--- src/sv/sapd_pkg.sv ---
`default_nettype none

package sapd_pkg;

	localparam int ANGLE_W  = 24;
	localparam int BOUND_W  = 23;
	localparam int GAIN_W   = 16;
	localparam int DIFF_W   = ANGLE_W + 1;
	localparam int PROD_W   = GAIN_W + 1 + DIFF_W;
	localparam int ACC_W    = PROD_W + 2;
	localparam int RND_W    = ACC_W - 8;
	localparam int CFG_W    = 24;
	localparam int IDX_W    = 3;

	// 0.30 degree and 8.0 in Q16.8
	localparam logic signed [ANGLE_W-1:0] ANGLE_DEADBAND  = 24'sd77;
	localparam logic [BOUND_W-1:0]        OUTPUT_DEADBAND = 23'd2048;
	localparam logic signed [ANGLE_W-1:0] MAX24 = 24'sh7FFFFF;
	localparam logic signed [ANGLE_W-1:0] MIN24 = 24'sh800000;

	typedef enum logic [IDX_W-1:0] {
		REG_GAIN_P         = 3'd0,
		REG_GAIN_I         = 3'd1,
		REG_GAIN_D         = 3'd2,
		REG_INTEGRAL_BOUND = 3'd3,
		REG_OUTPUT_BOUND   = 3'd4,
		REG_ANGLE_MIN      = 3'd5,
		REG_ANGLE_MAX      = 3'd6,
		REG_DRIVE_OFFSET   = 3'd7
	} reg_idx_t;

	typedef struct packed {
		logic [GAIN_W-1:0]         gain_p;
		logic [GAIN_W-1:0]         gain_i;
		logic [GAIN_W-1:0]         gain_d;
		logic [BOUND_W-1:0]        integral_bound;
		logic [BOUND_W-1:0]        output_bound;
		logic signed [ANGLE_W-1:0] angle_min;
		logic signed [ANGLE_W-1:0] angle_max;
		logic [BOUND_W-1:0]        drive_offset;
	} cfg_t;

	typedef struct packed {
		logic signed [ANGLE_W-1:0] measured_angle;
		logic signed [ANGLE_W-1:0] target_angle;
		logic                      enable;
	} in_item_t;

	typedef struct packed {
		logic                      run;
		logic                      at_target;
		logic signed [ANGLE_W-1:0] err;
		logic signed [ANGLE_W-1:0] sum;
		logic signed [DIFF_W-1:0]  diff;
	} err_item_t;

	typedef struct packed {
		logic                     run;
		logic                     at_target;
		logic signed [PROD_W-1:0] prod_p;
		logic signed [PROD_W-1:0] prod_i;
		logic signed [PROD_W-1:0] prod_d;
	} prod_item_t;

endpackage

`default_nettype wire

--- src/sv/sapd_err.sv ---
`default_nettype none

module sapd_err
	import sapd_pkg::*;
(
	input  wire logic      clk,
	input  wire logic      arst_n,
	input  wire cfg_t      cfg,
	input  wire in_item_t  item,
	input  wire logic      upd,
	output err_item_t      res
);

	logic signed [ANGLE_W-1:0] error_sum_q;
	logic signed [ANGLE_W-1:0] prior_error_q;
	logic signed [ANGLE_W-1:0] tgt;
	logic signed [DIFF_W-1:0]  raw;
	logic signed [ANGLE_W-1:0] err;
	logic signed [DIFF_W-1:0]  sum_raw;
	logic signed [DIFF_W-1:0]  ib;
	logic signed [ANGLE_W-1:0] sum;
	logic                      dead;

	always_comb begin
		// max test wins when the limits cross
		if (item.target_angle > cfg.angle_max) begin
			tgt = cfg.angle_max;
		end else if (item.target_angle < cfg.angle_min) begin
			tgt = cfg.angle_min;
		end else begin
			tgt = item.target_angle;
		end

		raw = DIFF_W'(tgt) - DIFF_W'(item.measured_angle);
		if (raw > DIFF_W'(MAX24)) begin
			err = MAX24;
		end else if (raw < DIFF_W'(MIN24)) begin
			err = MIN24;
		end else begin
			err = raw[ANGLE_W-1:0];
		end

		dead = (err <= ANGLE_DEADBAND) && (err >= -ANGLE_DEADBAND);

		ib      = $signed({2'b00, cfg.integral_bound});
		sum_raw = DIFF_W'(error_sum_q) + DIFF_W'(err);
		if (sum_raw > ib) begin
			sum = ib[ANGLE_W-1:0];
		end else if (sum_raw < -ib) begin
			sum = ANGLE_W'(-ib);
		end else begin
			sum = sum_raw[ANGLE_W-1:0];
		end

		res.run       = item.enable && !dead;
		res.at_target = item.enable && dead;
		res.err       = err;
		res.sum       = sum;
		res.diff      = DIFF_W'(err) - DIFF_W'(prior_error_q);
	end

	// state moves only as an item leaves the input register
	always_ff @(posedge clk or negedge arst_n) begin
		if (!arst_n) begin
			error_sum_q   <= '0;
			prior_error_q <= '0;
		end else if (upd && item.enable) begin
			if (dead) begin
				error_sum_q   <= '0;
				prior_error_q <= '0;
			end else begin
				error_sum_q   <= sum;
				prior_error_q <= err;
			end
		end
	end

endmodule

`default_nettype wire

--- src/sv/sapd_mac.sv ---
`default_nettype none

module sapd_mac
	import sapd_pkg::*;
(
	input  wire cfg_t       cfg,
	input  wire err_item_t  item,
	output prod_item_t      res
);

	logic signed [GAIN_W:0] gp;
	logic signed [GAIN_W:0] gi;
	logic signed [GAIN_W:0] gd;

	always_comb begin
		gp = $signed({1'b0, cfg.gain_p});
		gi = $signed({1'b0, cfg.gain_i});
		gd = $signed({1'b0, cfg.gain_d});

		res.run       = item.run;
		res.at_target = item.at_target;
		res.prod_p    = PROD_W'(gp * $signed(DIFF_W'(item.err)));
		res.prod_i    = PROD_W'(gi * $signed(DIFF_W'(item.sum)));
		res.prod_d    = PROD_W'(gd * item.diff);
	end

endmodule

`default_nettype wire

--- src/sv/sapd_out.sv ---
`default_nettype none

module sapd_out
	import sapd_pkg::*;
(
	input  wire cfg_t                  cfg,
	input  wire prod_item_t            item,
	output logic signed [ANGLE_W-1:0]  drive,
	output logic                       at_target
);

	logic signed [ACC_W-1:0] acc;
	logic                    neg;
	logic [ACC_W-1:0]        mag;
	logic [ACC_W-1:0]        rnd_sum;
	logic [RND_W-1:0]        rnd;
	logic [BOUND_W-1:0]      om;
	logic [ANGLE_W-1:0]      shifted;

	always_comb begin
		acc = ACC_W'(item.prod_p) + ACC_W'(item.prod_i) + ACC_W'(item.prod_d);
		neg = acc[ACC_W-1];
		mag = neg ? ACC_W'(-acc) : ACC_W'(acc);

		// round half away from zero on the magnitude
		rnd_sum = mag + ACC_W'(128);
		rnd     = rnd_sum[ACC_W-1:8];

		if (rnd > RND_W'(cfg.output_bound)) begin
			om = cfg.output_bound;
		end else begin
			om = rnd[BOUND_W-1:0];
		end

		shifted = ANGLE_W'(om) + ANGLE_W'(cfg.drive_offset);

		if (!item.run || om < OUTPUT_DEADBAND) begin
			drive = '0;
		end else if (!neg) begin
			drive = shifted[ANGLE_W-1] ? MAX24 : $signed(shifted);
		end else begin
			drive = shifted[ANGLE_W-1] ? MIN24 : -$signed(shifted);
		end

		at_target = item.at_target;
	end

endmodule

`default_nettype wire

--- src/sv/steering_angle_pid_deadband.sv ---
// Channel | Handshake            | Payload
// --------+----------------------+--------------------------------------------
// in      | in_valid / in_stall  | measured_angle[24] target_angle[24] enable
// out     | out_valid / out_stall| drive[24] at_target
// cfg     | cfg_we               | cfg_index[3] cfg_data[24]
//
// One item per cycle sustained while out_stall is low; an accepted item passes through
// the input register, error stage, product stage and result register.
// The error stage updates the integral and last error as the item leaves the
// input register, so the next item to reach that register already sees them.
// arst_n clears valid bits, controller state and restores register defaults.
// out_stall freezes the result register; bubbles ahead of it still collapse,
// and in_stall rises only once every stage holds an item.

`default_nettype none

module steering_angle_pid_deadband
	import sapd_pkg::*;
(
	input  wire logic                      clk,
	input  wire logic                      arst_n,

	input  wire logic                      cfg_we,
	input  wire logic [IDX_W-1:0]          cfg_index,
	input  wire logic [CFG_W-1:0]          cfg_data,

	input  wire logic                      in_valid,
	output logic                           in_stall,
	input  wire logic signed [ANGLE_W-1:0] measured_angle,
	input  wire logic signed [ANGLE_W-1:0] target_angle,
	input  wire logic                      enable,

	output logic                           out_valid,
	input  wire logic                      out_stall,
	output logic signed [ANGLE_W-1:0]      drive,
	output logic                           at_target
);

	cfg_t       cfg_q;

	logic       v_s1;
	logic       v_s2;
	logic       v_s3;
	logic       v_q;
	in_item_t   item_s1;
	err_item_t  item_s2;
	prod_item_t item_s3;
	err_item_t  err_res;
	prod_item_t mac_res;
	logic signed [ANGLE_W-1:0] drive_nxt;
	logic                      at_target_nxt;
	logic signed [ANGLE_W-1:0] drive_q;
	logic                      at_target_q;

	logic load_out;
	logic load_s3;
	logic load_s2;
	logic load_s1;

	// Configuration: plain register writes, truncated to each register's width.
	always_ff @(posedge clk or negedge arst_n) begin
		if (!arst_n) begin
			cfg_q.gain_p         <= 16'd957;
			cfg_q.gain_i         <= 16'd703;
			cfg_q.gain_d         <= 16'd330;
			cfg_q.integral_bound <= 23'd8388607;
			cfg_q.output_bound   <= 23'd8388607;
			cfg_q.angle_min      <= MIN24;
			cfg_q.angle_max      <= MAX24;
			cfg_q.drive_offset   <= 23'd7680;
		end else if (cfg_we) begin
			case (reg_idx_t'(cfg_index))
				REG_GAIN_P:         cfg_q.gain_p         <= cfg_data[GAIN_W-1:0];
				REG_GAIN_I:         cfg_q.gain_i         <= cfg_data[GAIN_W-1:0];
				REG_GAIN_D:         cfg_q.gain_d         <= cfg_data[GAIN_W-1:0];
				REG_INTEGRAL_BOUND: cfg_q.integral_bound <= cfg_data[BOUND_W-1:0];
				REG_OUTPUT_BOUND:   cfg_q.output_bound   <= cfg_data[BOUND_W-1:0];
				REG_ANGLE_MIN:      cfg_q.angle_min      <= $signed(cfg_data);
				REG_ANGLE_MAX:      cfg_q.angle_max      <= $signed(cfg_data);
				REG_DRIVE_OFFSET:   cfg_q.drive_offset   <= cfg_data[BOUND_W-1:0];
				default: ;
			endcase
		end
	end

	// Each stage loads when it is empty or its item moves on this cycle.
	assign load_out = !v_q || !out_stall;
	assign load_s3  = !v_s3 || load_out;
	assign load_s2  = !v_s2 || load_s3;
	assign load_s1  = !v_s1 || load_s2;
	assign in_stall = !load_s1;

	always_ff @(posedge clk or negedge arst_n) begin
		if (!arst_n) begin
			v_s1 <= 1'b0;
			v_s2 <= 1'b0;
			v_s3 <= 1'b0;
			v_q  <= 1'b0;
		end else begin
			if (load_s1) begin
				v_s1 <= in_valid;
			end
			if (load_s2) begin
				v_s2 <= v_s1;
			end
			if (load_s3) begin
				v_s3 <= v_s2;
			end
			if (load_out) begin
				v_q <= v_s3;
			end
		end
	end

	// Payload registers: advance with their valid bits, no reset needed.
	always_ff @(posedge clk) begin
		if (load_s1 && in_valid) begin
			item_s1.measured_angle <= measured_angle;
			item_s1.target_angle   <= target_angle;
			item_s1.enable         <= enable;
		end
		if (load_s2 && v_s1) begin
			item_s2 <= err_res;
		end
		if (load_s3 && v_s2) begin
			item_s3 <= mac_res;
		end
		if (load_out && v_s3) begin
			drive_q     <= drive_nxt;
			at_target_q <= at_target_nxt;
		end
	end

	// Error, deadband test and integral; owns the controller state.
	sapd_err u_err (
		.clk    (clk),
		.arst_n (arst_n),
		.cfg    (cfg_q),
		.item   (item_s1),
		.upd    (v_s1 && load_s2),
		.res    (err_res)
	);

	// Three gain products in parallel.
	sapd_mac u_mac (
		.cfg  (cfg_q),
		.item (item_s2),
		.res  (mac_res)
	);

	// Sum, round, clamp, output deadband, offset and saturate.
	sapd_out u_out (
		.cfg       (cfg_q),
		.item      (item_s3),
		.drive     (drive_nxt),
		.at_target (at_target_nxt)
	);

	assign out_valid = v_q;
	assign drive     = drive_q;
	assign at_target = at_target_q;

endmodule

`default_nettype wire

--- config.mk ---
export PLATFORM = sky130hd
export DESIGN_NAME = steering_angle_pid_deadband
export DESIGN_NICKNAME = d
export VERILOG_FILES = /design/src/sv/sapd_pkg.sv /design/src/sv/sapd_err.sv /design/src/sv/sapd_mac.sv /design/src/sv/sapd_out.sv /design/src/sv/steering_angle_pid_deadband.sv
export SDC_FILE = /design/constraint.sdc
export NUM_CORES = 2
export LEC_CHECK = 0
export BUFFER_PORTS_ARGS = -buffer_cell sky130_fd_sc_hd__buf_2
export CORE_MARGIN = 3
export CORE_UTILIZATION = 55
export DETAILED_ROUTE_END_ITERATION = 16
export PLACE_DENSITY = 0.71
export SLEW_MARGIN = 40
export SYNTH_ARGS = -nofsm -noshare
export SYNTH_HDL_FRONTEND = slang
export SYNTH_HIERARCHICAL = 1
export SYNTH_SLANG_ARGS = --single-unit
--- constraint.sdc ---
create_clock -name clk -period 26.3 [get_ports clk]
set_clock_uncertainty 0.2 [all_clocks]
set_input_delay 1.315 -clock clk [delete_from_list [all_inputs] [get_ports clk]]
set_output_delay 1.315 -clock clk [all_outputs]
set_load 0.02 [all_outputs]
==> results.py <==
metrics = {
    "run_status": {
        "outcome": "finished clean",
    },
    "worst_setup_path": {
        "max_stage_delay_ns": 0.72,
        "r2r-end": "drive[18]",
        "cp.arrival_ns": 14.83,
        "crit_fanout": 77,
        "critPathSlowestCell": "a2111oi_0",
        "crit_path_frequent_cell": "ha_1",
        "r2r-start": "item_s3[1]",
        "r2r_cells": 55,
        "critPathKind": "flip-flop to flip-flop",
        "cp.required_ns": 26.59,
        "cp_num_buf_inv": 5,
        "r2r_slack_ns": 11.76,
        "start_kind": "flip-flop",
        "cp-end-kind": "flip-flop",
        "cp_top_family": "compound AO/OA/AOI/OAI gates",
    },
    "sta": {
        "max_freq_mhz": 68.8,
        "hold_violations": 0,
        "fin_crit_sh_pct": 55.3,
        "drv_slew": 0,
        "tightest_slew_ns": 0.902,
        "setup_viol": 0,
        "max-slew-margin-rel_pct": 39.9,
        "min_period_ns": 14.54,
        "rsz0062_at_grt": "false",
        "finalSetupTns_ns": 0,
        "fin_ws_ns": 11.76,
    },
    "place": {
        "portBuffers": 107,
        "gp_congestion": 0.953,
        "dp_hpwl_um": 170000,
        "dpl_worst_slack_ns": 11.94,
        "dpl_cell_area_mm2": 0.0796,
    },
    "synthesis": {
        "synth_top_area_cell": "fa_1",
        "ys_ff_latch": 494,
        "syn_nets": 10100,
        "syn_avg_cell_area_um2": 9.38,
        "synth_cell_types": 126,
        "synth_enable_flop_cells": 277,
        "async_flop_share_pct": 43.9,
        "yosys.area.top_type_share_pct": 30.8,
        "yosysSeqAreaShare_pct": 17.9,
        "ys.flop_type": "edfxtp_1",
        "synth_area_leaders": "fa_1 (31%), edfxtp_1 (11%), ha_1 (9.1%)",
        "syn_area_mm2": 0.0775,
        "syn_inst": 8260,
        "ys_warn_count": 6,
    },
    "die": {
        "start_util_pct": 55.5,
        "core_area_mm2": 0.140,
        "io_pins": 108,
        "design.die.area_mm2": 0.145,
        "chipHeight_um": 381,
        "die_w_um": 381,
        "row_count": 137,
    },
    "cells_and_area": {
        "nNetsFinal": 10000,
        "drive_gt1_share_pct": 8.56,
        "layout_commonest_cell": "inv_1",
        "final_design_area_no_fill_mm2": 0.0818,
        "final_cell_mix": "inv_1 (1679), fa_1 (1191), nand2_1 (939), ha_1 (562), and2_1 (530)",
        "fin_util_pct": 58.6,
        "area_growth_pct": 5.58,
    },
    "grt": {
        "grt.total_usage_pct": 29.8,
        "grt-ovfl-total": 0,
        "grt_pass1_wl_um": 339000,
        "grt_max_degree": 101,
        "grt_pass1_vias": 60300,
        "antenna_found_initial": 20,
    },
    "route": {
        "post-route-drc-count": 0,
        "wire_per_inst_um": 21.2,
        "via_per_inst": 5.78,
        "detail-route-antenna-nets": 0,
        "first_pass_iters": 6,
        "drt_iter0_drc": 4625,
        "vias": 58500,
        "wirelength_um": 215000,
    },
    "hold_path": {
        "holdCritStartpoint": "item_s2[74]",
        "hold_end": "item_s3[127]",
        "min_path_type": "flip-flop to flip-flop",
        "hold_depth": 0,
    },
    "clock_network": {
        "root_buffer": "clkbuf_16",
        "numCtsBuffers": 57,
        "cts_tree": "yes",
        "clk_latency_ns": 0.71,
        "clk_pin_slew_worst_paths_ns": 0.07,
        "cts_sinks": 494,
        "cts.hold.buffers_added": 0,
        "cts_resized": 0,
        "clock_path_buffers": 3,
        "htree_levels": 2,
        "postCtsSetupBuffers": 0,
    },
    "flow_run": {
        "max_cap_viol_count": 0,
    },
}
==> area by class of cell <==
class	count	area (um2)
Antenna cell	11	27.5
Clock buffer	76	1600
Clock inverter	31	363
Fill cell	12100	57900
Inverter	1680	6310
Multi-Input combinational cell	5777	56100
Sequential cell	494	13900
Tap cell	1876	2350
Timing Repair Buffer	178	1180
==> layer usage <==
layer	track usage (%)	share of wire (%)	vias to the layer above
met5	0	0.036	-
met4	12.7	4.5	12
met3	5.87	8.1	406
met2	47.9	47	2251
met1	39.5	41	29500
li1	-	-	26400
==> worst max-delay path by stage <==
stage                     cells after the start  startpoint   endpoint  slack [ns]
after floorplan                              60  item_s3[1]  drive[18]       12.82
after global placement                       55  item_s3[1]  drive[18]       12.29
after detailed placement                     55  item_s3[1]  drive[18]       11.94
after CTS                                    55  item_s3[1]  drive[18]       11.89
after global routing                         55  item_s3[1]  drive[18]       10.65
final                                        55  item_s3[1]  drive[18]       11.76
==> synthesized netlist by cell type (45+ instances only) <==
cell type / instances
a21o_1: 126
ha_1: 562
inv_1: 1679
nand4_1: 63
xor2_1: 82
and2_1: 532
nand2_1: 940
dfstp_2: 94
dfrtp_1: 123
nand3_1: 115
nor2b_1: 45
mux2_2: 179
a21oi_1: 275
o21a_1: 46
xnor2_1: 195
o21ai_0: 232
clkbuf_1: 241
fa_1: 1192
mux2i_1: 75
nor3_1: 92
nor2_1: 223
edfxtp_1: 277
==> kinds of logic (layout without fill, tap and decap cells) <==
kind of cell	Yosys count	count (layout)	synth area share, %
DFF	494	494	17.9
adders and majority gates	1766	1766	40.0
and+or+nand+nor	2287	2287	14.8
AOI/OAI and AO/OA	1171	1171	10.2
xor gates and xnor gates	280	280	3.20
muxes	273	273	3.89
other	0	11	0
buffers and inverters	1989	1965	9.92
==> registers in the layout, summed over array words and instances (netlist names) <==
signal and count:
drive 24, cfg_q 165, out_valid 1, u_err/prior_error_q 24
item_s3 128, item_s2 75, u_err/error_sum_q 24, item_s1 49
at_target 1, v_s3 1, v_s1 1, v_s2 1
==> per-stage QoR <==
stage                     hold WS (ns)  instances
after floorplan                  0.245       8260
after global placement           0.204       9988
after detailed placement         0.205       9994
after CTS                        0.205      10100
after global routing             0.216      10100
final                            0.206      10100
Power is not shown: default switching activity piles up to over one toggle a cycle in this logic, so the estimate is an artifact.
